`src/sv/bme_pkg.sv`:
```
// ---------------------------------------------------------------------------
// Bytewise modular exponentiation package
// Widths, register addresses, reset values and the microcode program that
// drives the exponentiation datapath.
// ---------------------------------------------------------------------------
package bme_pkg;

   localparam int MODULUS_BITS   = 16;
   localparam int EXPONENT_BITS  = 8;
   localparam int SYMBOL_BITS    = 8;
   localparam int REQ_TDATA_BITS = ((SYMBOL_BITS + 7) / 8) * 8;
   localparam int RSP_TDATA_BITS = ((MODULUS_BITS + 7) / 8) * 8;
   localparam int CSR_DATA_BITS  = 32;
   localparam int CSR_ADDR_BITS  = 3;
   localparam int EXP_IDX_BITS   = $clog2(EXPONENT_BITS);
   localparam int MUL_CNT_BITS   = $clog2(MODULUS_BITS);
   localparam int STEP_BITS      = 3;

   localparam logic [EXPONENT_BITS-1:0] EXPONENT_RESET = EXPONENT_BITS'(5);
   localparam logic [MODULUS_BITS-1:0]  MODULUS_RESET  = MODULUS_BITS'(65535);

   // Register indexes, taken from the word address.
   localparam logic REG_EXPONENT = 1'b0;
   localparam logic REG_MODULUS  = 1'b1;

   // Multiplier operand and destination selects.
   localparam logic OPA_ONE  = 1'b0;
   localparam logic OPA_ACC  = 1'b1;
   localparam logic OPB_BASE = 1'b0;
   localparam logic OPB_ACC  = 1'b1;
   localparam logic DST_BASE = 1'b0;
   localparam logic DST_ACC  = 1'b1;

   // Sequencing conditions.
   localparam logic [2:0] COND_NEXT    = 3'd0;
   localparam logic [2:0] COND_REQ     = 3'd1;
   localparam logic [2:0] COND_BIT_CLR = 3'd2;
   localparam logic [2:0] COND_MORE    = 3'd3;
   localparam logic [2:0] COND_EMIT    = 3'd4;

   // Program steps.
   localparam logic [STEP_BITS-1:0] S_WAIT   = 3'd0;
   localparam logic [STEP_BITS-1:0] S_REDUCE = 3'd1;
   localparam logic [STEP_BITS-1:0] S_SQUARE = 3'd2;
   localparam logic [STEP_BITS-1:0] S_TEST   = 3'd3;
   localparam logic [STEP_BITS-1:0] S_MULT   = 3'd4;
   localparam logic [STEP_BITS-1:0] S_LOOP   = 3'd5;
   localparam logic [STEP_BITS-1:0] S_EMIT   = 3'd6;

   typedef struct packed {
      logic                 mul;
      logic                 opa;
      logic                 opb;
      logic                 dst;
      logic [2:0]           cond;
      logic [STEP_BITS-1:0] target;
   } ucode_type;

   function automatic ucode_type ucode_rom(input logic [STEP_BITS-1:0] step);
      ucode_type word;
      word = '{mul: 1'b0, opa: OPA_ONE, opb: OPB_BASE, dst: DST_BASE,
               cond: COND_NEXT, target: S_WAIT};
      unique case (step)
         S_WAIT:   word = '{1'b0, OPA_ONE, OPB_BASE, DST_BASE, COND_REQ,     S_REDUCE};
         S_REDUCE: word = '{1'b1, OPA_ONE, OPB_BASE, DST_BASE, COND_NEXT,    S_SQUARE};
         S_SQUARE: word = '{1'b1, OPA_ACC, OPB_ACC,  DST_ACC,  COND_NEXT,    S_TEST};
         S_TEST:   word = '{1'b0, OPA_ONE, OPB_BASE, DST_BASE, COND_BIT_CLR, S_LOOP};
         S_MULT:   word = '{1'b1, OPA_ACC, OPB_BASE, DST_ACC,  COND_NEXT,    S_LOOP};
         S_LOOP:   word = '{1'b0, OPA_ONE, OPB_BASE, DST_BASE, COND_MORE,    S_SQUARE};
         S_EMIT:   word = '{1'b0, OPA_ONE, OPB_BASE, DST_BASE, COND_EMIT,    S_WAIT};
         default:  word = '{1'b0, OPA_ONE, OPB_BASE, DST_BASE, COND_NEXT,    S_WAIT};
      endcase
      return word;
   endfunction

endpackage

```
`src/sv/bme_modmul.sv`:
```
// ---------------------------------------------------------------------------
// Bit-serial modular multiplier
// Computes a * b mod n one bit of b per cycle, most significant bit first,
// keeping the partial result below n with a three-way compare and subtract.
// ---------------------------------------------------------------------------
module bme_modmul (
   input  logic                             clock,
   input  logic                             reset,
   input  logic                             start,
   input  logic [bme_pkg::MODULUS_BITS-1:0] opa,
   input  logic [bme_pkg::MODULUS_BITS-1:0] opb,
   input  logic [bme_pkg::MODULUS_BITS-1:0] modulus,
   output logic                             done,
   output logic [bme_pkg::MODULUS_BITS-1:0] product
);
   import bme_pkg::*;

   localparam int SUM_BITS = MODULUS_BITS + 2;

   logic                      busy_ff, busy_in;
   logic                      done_ff, done_in;
   logic [MUL_CNT_BITS-1:0]   cnt_ff, cnt_in;
   logic [MODULUS_BITS-1:0]   r_ff, r_in;
   logic [MODULUS_BITS-1:0]   a_ff, a_in;
   logic [MODULUS_BITS-1:0]   b_ff, b_in;
   logic [MODULUS_BITS-1:0]   n_ff, n_in;
   logic [SUM_BITS-1:0]       sum;
   logic [SUM_BITS-1:0]       n1;
   logic [SUM_BITS-1:0]       n2;
   logic [SUM_BITS-1:0]       reduced;

   always_comb begin
      n1  = SUM_BITS'(n_ff);
      n2  = SUM_BITS'({n_ff, 1'b0});
      sum = SUM_BITS'({r_ff, 1'b0})
          + (b_ff[MODULUS_BITS-1] ? SUM_BITS'(a_ff) : '0);
      if (sum >= n2) begin
         reduced = sum - n2;
      end else if (sum >= n1) begin
         reduced = sum - n1;
      end else begin
         reduced = sum;
      end
   end

   always_comb begin
      busy_in = busy_ff;
      done_in = 1'b0;
      cnt_in  = cnt_ff;
      r_in    = r_ff;
      a_in    = a_ff;
      b_in    = b_ff;
      n_in    = n_ff;
      if (start) begin
         busy_in = 1'b1;
         cnt_in  = '0;
         r_in    = '0;
         a_in    = opa;
         b_in    = opb;
         n_in    = modulus;
      end else if (busy_ff) begin
         r_in   = reduced[MODULUS_BITS-1:0];
         b_in   = {b_ff[MODULUS_BITS-2:0], 1'b0};
         cnt_in = cnt_ff + MUL_CNT_BITS'(1);
         if (cnt_ff == MUL_CNT_BITS'(MODULUS_BITS - 1)) begin
            busy_in = 1'b0;
            done_in = 1'b1;
         end
      end
   end

   always_ff @(posedge clock) begin
      if (reset) begin
         busy_ff <= 1'b0;
         done_ff <= 1'b0;
      end else begin
         busy_ff <= busy_in;
         done_ff <= done_in;
      end
      cnt_ff <= cnt_in;
      r_ff   <= r_in;
      a_ff   <= a_in;
      b_ff   <= b_in;
      n_ff   <= n_in;
   end

   assign done    = done_ff;
   assign product = r_ff;

endmodule

```
`src/sv/bytewise_modular_exponentiation.sv`:
```
// ---------------------------------------------------------------------------
// Bytewise modular exponentiation
// Raises each input byte to the configured exponent modulo the configured
// modulus, using a microcoded square-and-multiply sequencer.
// ---------------------------------------------------------------------------
// Each byte transferred on the request stream yields one residue, symbol to
// the power exponent, reduced modulo modulus, on the response stream. The
// work is done one item at a time by a small microcode program that runs a
// bit-serial modular multiplier: the byte is first reduced with one multiply,
// and every exponent bit costs a square plus one more multiply when the bit
// is set, along with two control steps. The next byte is taken while a
// finished residue still waits on the output. A modulus of zero or one gives
// a residue of zero.
module bytewise_modular_exponentiation (
   input  logic                               clock,
   input  logic                               reset,
   // tdata: symbol [7:0]
   input  logic                               req_tvalid,
   output logic                               req_tready,
   input  logic [bme_pkg::REQ_TDATA_BITS-1:0] req_tdata,
   // tdata: residue [15:0]
   output logic                               rsp_tvalid,
   input  logic                               rsp_tready,
   output logic [bme_pkg::RSP_TDATA_BITS-1:0] rsp_tdata,
   input  logic                               csr_psel,
   input  logic                               csr_penable,
   input  logic                               csr_pwrite,
   input  logic [bme_pkg::CSR_ADDR_BITS-1:0]  csr_paddr,
   input  logic [bme_pkg::CSR_DATA_BITS-1:0]  csr_pwdata,
   output logic [bme_pkg::CSR_DATA_BITS-1:0]  csr_prdata,
   output logic                               csr_pready
);
   import bme_pkg::*;

   logic [EXPONENT_BITS-1:0]  exponent_ff, exponent_in;
   logic [MODULUS_BITS-1:0]   modulus_ff, modulus_in;
   logic [STEP_BITS-1:0]      pc_ff, pc_in;
   logic                      issued_ff, issued_in;
   logic [EXP_IDX_BITS-1:0]   bit_ff, bit_in;
   logic [MODULUS_BITS-1:0]   acc_ff, acc_in;
   logic [MODULUS_BITS-1:0]   base_ff, base_in;
   logic                      rsp_valid_ff, rsp_valid_in;
   logic [MODULUS_BITS-1:0]   rsp_data_ff, rsp_data_in;
   ucode_type                 uc;
   logic                      csr_write;
   logic                      req_xfer;
   logic                      out_free;
   logic                      mul_start;
   logic                      mul_done;
   logic [MODULUS_BITS-1:0]   mul_a;
   logic [MODULUS_BITS-1:0]   mul_b;
   logic [MODULUS_BITS-1:0]   mul_p;
   logic                      modulus_small;

   // Configuration registers.
   assign csr_pready = 1'b1;
   assign csr_write  = csr_psel & csr_penable & csr_pwrite & csr_pready;

   always_comb begin
      exponent_in = exponent_ff;
      modulus_in  = modulus_ff;
      if (csr_write) begin
         unique case (csr_paddr[2])
            REG_EXPONENT: exponent_in = csr_pwdata[EXPONENT_BITS-1:0];
            REG_MODULUS:  modulus_in  = csr_pwdata[MODULUS_BITS-1:0];
            default:      exponent_in = exponent_ff;
         endcase
      end
   end

   always_comb begin
      unique case (csr_paddr[2])
         REG_EXPONENT: csr_prdata = CSR_DATA_BITS'(exponent_ff);
         REG_MODULUS:  csr_prdata = CSR_DATA_BITS'(modulus_ff);
         default:      csr_prdata = '0;
      endcase
   end

   // Sequencer.
   assign uc            = ucode_rom(pc_ff);
   assign req_tready    = (pc_ff == S_WAIT);
   assign req_xfer      = req_tvalid & req_tready;
   assign out_free      = ~rsp_valid_ff | rsp_tready;
   assign modulus_small = (modulus_ff[MODULUS_BITS-1:1] == '0);
   assign mul_a         = (uc.opa == OPA_ACC) ? acc_ff : MODULUS_BITS'(1);
   assign mul_b         = (uc.opb == OPB_ACC) ? acc_ff : base_ff;

   always_comb begin
      pc_in        = pc_ff;
      issued_in    = issued_ff;
      bit_in       = bit_ff;
      acc_in       = acc_ff;
      base_in      = base_ff;
      mul_start    = 1'b0;
      rsp_valid_in = rsp_valid_ff & ~rsp_tready;
      rsp_data_in  = rsp_data_ff;
      case (uc.cond)
         COND_REQ: begin
            if (req_xfer) begin
               base_in = MODULUS_BITS'(req_tdata[SYMBOL_BITS-1:0]);
               acc_in  = MODULUS_BITS'(1);
               bit_in  = EXP_IDX_BITS'(EXPONENT_BITS - 1);
               pc_in   = uc.target;
            end
         end
         COND_BIT_CLR: begin
            pc_in = exponent_ff[bit_ff] ? pc_ff + STEP_BITS'(1) : uc.target;
         end
         COND_MORE: begin
            if (bit_ff != '0) begin
               bit_in = bit_ff - EXP_IDX_BITS'(1);
               pc_in  = uc.target;
            end else begin
               pc_in = pc_ff + STEP_BITS'(1);
            end
         end
         COND_EMIT: begin
            if (out_free) begin
               rsp_valid_in = 1'b1;
               rsp_data_in  = modulus_small ? '0 : acc_ff;
               pc_in        = uc.target;
            end
         end
         default: begin
            if (uc.mul) begin
               if (!issued_ff) begin
                  mul_start = 1'b1;
                  issued_in = 1'b1;
               end else if (mul_done) begin
                  issued_in = 1'b0;
                  pc_in     = uc.target;
                  if (uc.dst == DST_ACC) begin
                     acc_in = mul_p;
                  end else begin
                     base_in = mul_p;
                  end
               end
            end else begin
               pc_in = uc.target;
            end
         end
      endcase
   end

   bme_modmul u_modmul (
      .clock   (clock),
      .reset   (reset),
      .start   (mul_start),
      .opa     (mul_a),
      .opb     (mul_b),
      .modulus (modulus_ff),
      .done    (mul_done),
      .product (mul_p)
   );

   always_ff @(posedge clock) begin
      if (reset) begin
         exponent_ff  <= EXPONENT_RESET;
         modulus_ff   <= MODULUS_RESET;
         pc_ff        <= S_WAIT;
         issued_ff    <= 1'b0;
         rsp_valid_ff <= 1'b0;
      end else begin
         exponent_ff  <= exponent_in;
         modulus_ff   <= modulus_in;
         pc_ff        <= pc_in;
         issued_ff    <= issued_in;
         rsp_valid_ff <= rsp_valid_in;
      end
      bit_ff      <= bit_in;
      acc_ff      <= acc_in;
      base_ff     <= base_in;
      rsp_data_ff <= rsp_data_in;
   end

   assign rsp_tvalid = rsp_valid_ff;
   assign rsp_tdata  = RSP_TDATA_BITS'(rsp_data_ff);

   // A multiply finishes only for a step that issued one.
   assert property (@(posedge clock) disable iff (reset) mul_done |-> issued_ff)
      else $error("multiplier finished with no multiply outstanding");

   // An accepted byte always starts with the base reduction.
   assert property (@(posedge clock) disable iff (reset) req_xfer |=> pc_ff == S_REDUCE)
      else $error("accepted byte did not start the program");

   // A residue is never dropped: the program waits while the output is held.
   assert property (@(posedge clock) disable iff (reset)
      (pc_ff == S_EMIT) && rsp_valid_ff && !rsp_tready |=> (pc_ff == S_EMIT) && rsp_valid_ff)
      else $error("result overwritten while the output was stalled");

endmodule
```
`config.mk`:
```
export PLATFORM = sky130hd
export DESIGN_NAME = bytewise_modular_exponentiation
export DESIGN_NICKNAME = d
export VERILOG_FILES = /design/src/sv/bme_pkg.sv /design/src/sv/bme_modmul.sv /design/src/sv/bytewise_modular_exponentiation.sv
export SDC_FILE = /design/constraint.sdc
export NUM_CORES = 1
export LEC_CHECK = 0
export ABC_CLOCK_PERIOD_IN_PS = 6300
export CAP_MARGIN = 0
export CORE_ASPECT_RATIO = 1.2
export CORE_MARGIN = 5
export CORE_UTILIZATION = 35
export CTS_CLUSTER_DIAMETER = 80
export CTS_CLUSTER_SIZE = 10
export DETAILED_ROUTE_END_ITERATION = 10
export DONT_BUFFER_PORTS = 1
export RECOVER_POWER = 50
export SETUP_SLACK_MARGIN = 0.02
export SLEW_MARGIN = 15
export SYNTH_ARGS = -nofsm -noshare
export SYNTH_HDL_FRONTEND = slang
export SYNTH_SLANG_ARGS = --single-unit
```
`constraint.sdc`:
```
create_clock -name clock -period 6.3 [get_ports clock]
set_clock_uncertainty 0.2 [all_clocks]
set_input_delay 0 -clock clock [delete_from_list [all_inputs] [get_ports clock]]
set_output_delay 0 -clock clock [all_outputs]
set_load 0.03 [all_outputs]
```
* Word-level counts from Yosys, hierarchy flattened
Index checks and enable logic that the tools add are counted. Widths: inputs -> output; s select.
Storage, ports and cells: bits of input ports 50, flip-flop bits (word level) 150, output and inout bits 51, logic and storage cells 117
Cells by class: magnitude comparators 3, bitwise operators 11, $add $sub $neg 6, mux-type cells 44, reduce and logical (&&, ||, !) cells 20, equality and inequality tests 17
Operator list (number):
- $mux 16 | 16
- $pmux 10 s7 | 1
- $pmux 16 s2 | 2
- $pmux 32 s2 | 1
- $sub 16x16->16 | 2
- $mux 3 | 9
- $add 17x16->18 | 1
- $ge 18x16->1 | 1
- $ge 18x17->1 | 1
- $logic_not 15->1 | 1
- $eq 3x2->1 const B | 4
- $eq 3x3->1 const B | 4
- $mux 1 | 12
- $pmux 3 s4 | 1
- $reduce_and 6->1 | 2
- $reduce_bool 2->1 | 6
- $reduce_and 2->1 | 4
- $eq 3x1->1 const B | 2
- $ne 2x2->1 const B | 3
- $ne 6x1->1 const B | 1
- $ne 6x2->1 const B | 1
- $not 1->1 | 6
- $pmux 3 s2 | 1
- $reduce_or 3->1 | 2
- 14 further kinds | 17

* Depth between registers and ports, before layout
depth after elaboration 7, mapped depth 20, gate-level depth less buffers 19

* Modules after synthesis
A second synthesis with hierarchy kept.
Unflattened totals: cell total of the unflattened synthesis 867, area, all modules 8999.9 um^2
By module, submodules not included:
- bme_modmul | cells each 512, sequential area each 1881.8 um^2, times used 1, area each 5033.6 um^2
- bytewise_modular_exponentiation | cells each 355, sequential area each 2112.0 um^2, times used 1, area each 3966.3 um^2

* Worst setup path before layout
OpenSTA, ideal clock, no wires.
path type register -> register, start point reg u_modmul.b_ff[15], end point reg u_modmul.r_ff[1] (netlist: u_modmul.product[1]), required time 6.000 ns, path buffers 2, path slack 1.903 ns, stages on the path, launching flop included 20, data arrival time 4.097 ns, period minus slack after synthesis 4.397 ns, setup time 0.100 ns, cells stage by stage edfxtp_1 clkbuf_1 and2_1 ha_1 buf_4 o211a_1 o211ai_1 or3b_1 a21boi_0 mux2i_1 nand2_1 ha_1 and4_1 nand4_1 o31a_1 o2111ai_1 o2111ai_1 and2_1 or4_1 o221ai_1
Between the ends: longest elaborated chain between the ends 5, elaborated cells between the ends (all ways) 8, those cells by class 3 x add/sub; 2 x order compare; 3 x mux
Ends and longest elaborated chain:
- start, declared | RTL line bme_modmul.sv:25 | logic [MODULUS_BITS-1:0] b_ff, b_in;
- start signal, assigned | RTL line bme_modmul.sv:83 | b_ff <= b_in;
- $mux 16 * | RTL line bme_modmul.sv:36 | + (b_ff[MODULUS_BITS-1] ? SUM_BITS'(a_ff) : '0);
- $add 17x16->18 * | RTL line bme_modmul.sv:36
- $sub 16x16->16 or $ge 18x16->1 (tied branches) | RTL line bme_modmul.sv:40, bme_modmul.sv:39
- $mux 16 | RTL line bme_modmul.sv:39 | end else if (sum >= n1) begin
- $mux 16 * | RTL line bme_modmul.sv:37 | if (sum >= n2) begin
- end signal, assigned | RTL line bme_modmul.sv:81 | r_ff <= r_in;
- end, declared | RTL line bme_modmul.sv:23 | logic [MODULUS_BITS-1:0] r_ff, r_in;
Every way passes the cells marked *; elsewhere a longest branch is shown, timed or not. A chain may end at the register's enable or synchronous reset.

* Worst setup path after layout
start point reg u_modmul.b_ff[15], end point reg u_modmul.r_ff[10] (netlist: u_modmul.product[10])
The elaborated chain is that of the path after synthesis.

==> metrics.txt <==
simple-gate share of the synthesized area=0.182; Pleak=4.12 nW; Worst Setup End Kind=register; Pwr Density=634 mW/mm²; number of enable flip-flop cells after synthesis=99; crit start category=register; DR DRC count=0; Post-synth ARST share=0; Worst EP arrival=5560 ps; RSZ-0062 raised after global routing=false; CTS tree=done; design internal power=between 3 and 4 mW; Req. time, crit path=~6400 ps; switching power=just under 3 mW; predominant post-synthesis flop cell=edfxtp_1; register-to-register setup slack=810 ps; final cycle utilization of the critical path=0.871; flops & latches, synth=150; vias in the first global route=roughly 6400; die height=between 150 and 200 µm; DIE AREA=roughly 0.029 mm²; Slew headroom=-0.499; violated checks=max-capacitance violations, max-slew violations; wire per inst=16.3 µm; synthesis-to-finish area growth=13.6%; hold path depth=3; commonest non-fill, non-tap cell in the layout=edfxtp_1; HPWL after DPL=about 16 mm; number of port buffers=0; commonest cells after routing, fill and taps aside=edfxtp_1 (99), nand2_1 (91), nor2_1 (57); Worst Hold Class=in -> reg; largest net degree at the start of global routing=42; final wirelength=20.8 mm; synth warn=0; Hold EP=modulus_ff[0]; I/O pins=between 100 and 150; crit path max fanout=16; RR Startpoint=u_modmul.b_ff[15]; Netlist Area Pre-Place=0.00892 mm²; hold_sp=csr_pwrite; Setup Total Neg Slack=0 ps; WS Path Type=reg -> reg; worst skew pair latency=between 400 and 500 ps; H-tree Lvls=4; combinational power share=0.577; Fill cells=~2500; fmax=between 150 and 200 MHz; total track usage=0.144; average size of a mapped cell=9.96 µm²; worst r2r path cells=17; Routability Congestion=just over 0.9; share of cells above drive strength 1=0.0488; Setup Viol. Count Final=0; Post-Synth Adder-Cell Area=0.0839; Worst IR Drop VDD=0.237 mV; CTS Buffer Depth=2; Row Count=64; Placeable Area=approximately 0.025 mm²; post-route insts no fill=between 1000 and 1500; Gate Count Post-Synth=about 900; Vias/cell=5.21; Overflow after GRT=0; post-synthesis mux area share=0.0536; clock share of power=0.154; initial core utilization=0.353; Num CTS Buffers=17; antenna violations before repair=0; Worst R2R End=u_modmul.product[10]; Hold Violations, Final=0; vias after detailed routing=6627; Post-Place Cell Area=between 0.009 and 0.01 mm²; Die X=156 µm; post-synthesis sequential area ratio=0.448; Worst-path clk slew=approximately 70 ps; Final Max Tran Viols=between 80 and 90; first-pass GRT wire length=33.3 mm; Synth Area in XOR/XNOR=0.0353; DRT Pass-1 Iters=5; DRT iter0 DRCs=357; clock sinks=150; n_diodes=0; power consumption=~6.4 mW; CP Launch Point=u_modmul.b_ff[15]; Final nets=a little over 1000; CTS Root Cell=clkbuf_16; post-synthesis cell type count=72; Net Sw Frac=0.450; Placed Cells=approximately 1200; status=finished with violations; Worst-Margin Slew=2250 ps; fin crit period=between 5000 and 6000 ps; Synth Area in Compound Gates=0.151; largest family of logic cells by synthesized area=simple AND/OR/NAND/NOR gates; final instance area=0.0101 mm²; sequential share of power=0.269; final antenna-violating net count=0; max-cap violations=2
## flip-flops by register name (all words and copies together), names as in the netlist, 4 cells and up
register / flops
modulus_ff: 16
u_modmul.cnt_ff: 4
exponent_ff: 8
u_modmul.a_ff: 16
rsp_tdata: 16
u_modmul.n_ff: 16
u_modmul.product: 16
base_ff: 16
u_modmul.b_ff: 16
acc_ff: 16
## routing by layer
layer | GRT usage | wire length (µm)
met1 | 0.191 | 9730
met5 | 0 | 0
met4 | 0.0473 | 374
met2 | 0.237 | 9770
met3 | 0.0292 | 916
## through the flow
stage          setup slack (ps)   util  hold WS (ps)
2_1_floorplan              1900      -          -128
3_3_place_gp               1020  0.364          -128
3_5_place_dp                946  0.364          -125
4_1_cts                     897  0.401          8.05
5_1_grt                     561  0.400          40.4
6_report                    812  0.400          9.62
## repair_timing
action | 4_1_cts | 5_1_grt
hold buffers | 37 | 0
gates resized for setup | 0 | 0
endpoints found under the hold margin | 42 | 0
setup buffers | 0 | 0
## worst max path at each step
stage                      endpoint  slack, ps  depth (start not counted)
6_report       u_modmul.product[10]        810                         17
5_1_grt         u_modmul.product[1]        560                         19
4_1_cts         u_modmul.product[6]        900                         17
3_5_place_dp   u_modmul.product[10]        950                         17
3_3_place_gp    u_modmul.product[6]       1020                         15
2_1_floorplan   u_modmul.product[1]       1900                         19
## critical path, stage by stage (launching register included)
cell and delay (ps):
edfxtp_1 610, and2_1 220, ha_1 190, inv_1 60, fa_1 400, nand2b_1 200
a21oi_1 280, nor3_1 80, o21ai_0 170, nand3_1 240, ha_1 410, a21o_1 210
a221oi_1 580, o2111ai_1 210, o2111ai_1 230, nand2_1 360, nor2_1 530, a31oi_1 150
## power by group through the flow
stage | clock network [mW] | registers (mW) | logic [mW]
after floorplan | 0 | 1.65 | 2.85
after global placement | 0 | 1.73 | 3.61
after detailed placement | 0 | 1.74 | 3.64
after CTS | 1.02 | 1.72 | 3.68
after global routing | 1.07 | 1.77 | 4.08
final | 0.991 | 1.73 | 3.70
## area by class of cell
type / instances / area (µm²) / share of cell area
timing repair buffer: 43 / 400 / 0.0395
clock inverter: 9 / 63.8 / 0.00630
sequential: 150 / 3990 / 0.394
multi-input combinational: 673 / 4580 / 0.452
inverter: 44 / 168 / 0.0165
clock buffer: 23 / 512 / 0.0505
tap: 330 / 413 / 0.0408
## logic make-up after synthesis
group           count (synthesis)
fa+ha+maj                      58
buf+inv                        88
simple gates                  315
flops                         150
other cells                     2
mux                            44
xor+xnor                       36
compound gates                203
## Yosys cell counts, types with 4 or more instances
library cell,n,share of area
edfxtp_1,99,0.33
nor2b_1,43,0.030
nand3_1,13,0.0073
mux2i_1,32,0.036
xor2_1,18,0.018
mux2_2,10,0.013
xnor2_1,18,0.018
nand4_1,12,0.0084
a22o_1,6,0.0059
inv_1,42,0.018
o21ai_1,4,0.0022
a211oi_1,8,0.0067
clkbuf_1,22,0.0093
o211ai_1,8,0.0067
o2111ai_1,4,0.0039
o21a_1,7,0.0059
a21oi_1,50,0.028
dfxtp_1,51,0.11
o21ai_0,42,0.024
buf_2,4,0.0022
o221ai_1,8,0.0079
nor3_1,10,0.0056
a31oi_1,9,0.0063
a21o_1,21,0.018
buf_4,18,0.015
nor4_1,4,0.0028
nand2b_1,7,0.0049
nand3b_1,16,0.013
ha_1,55,0.077
nand2_1,91,0.038
and2_1,42,0.029
nor2_1,57,0.024
a211o_1,4,0.0039
Note: power is estimated with default switching activity, not from simulation.
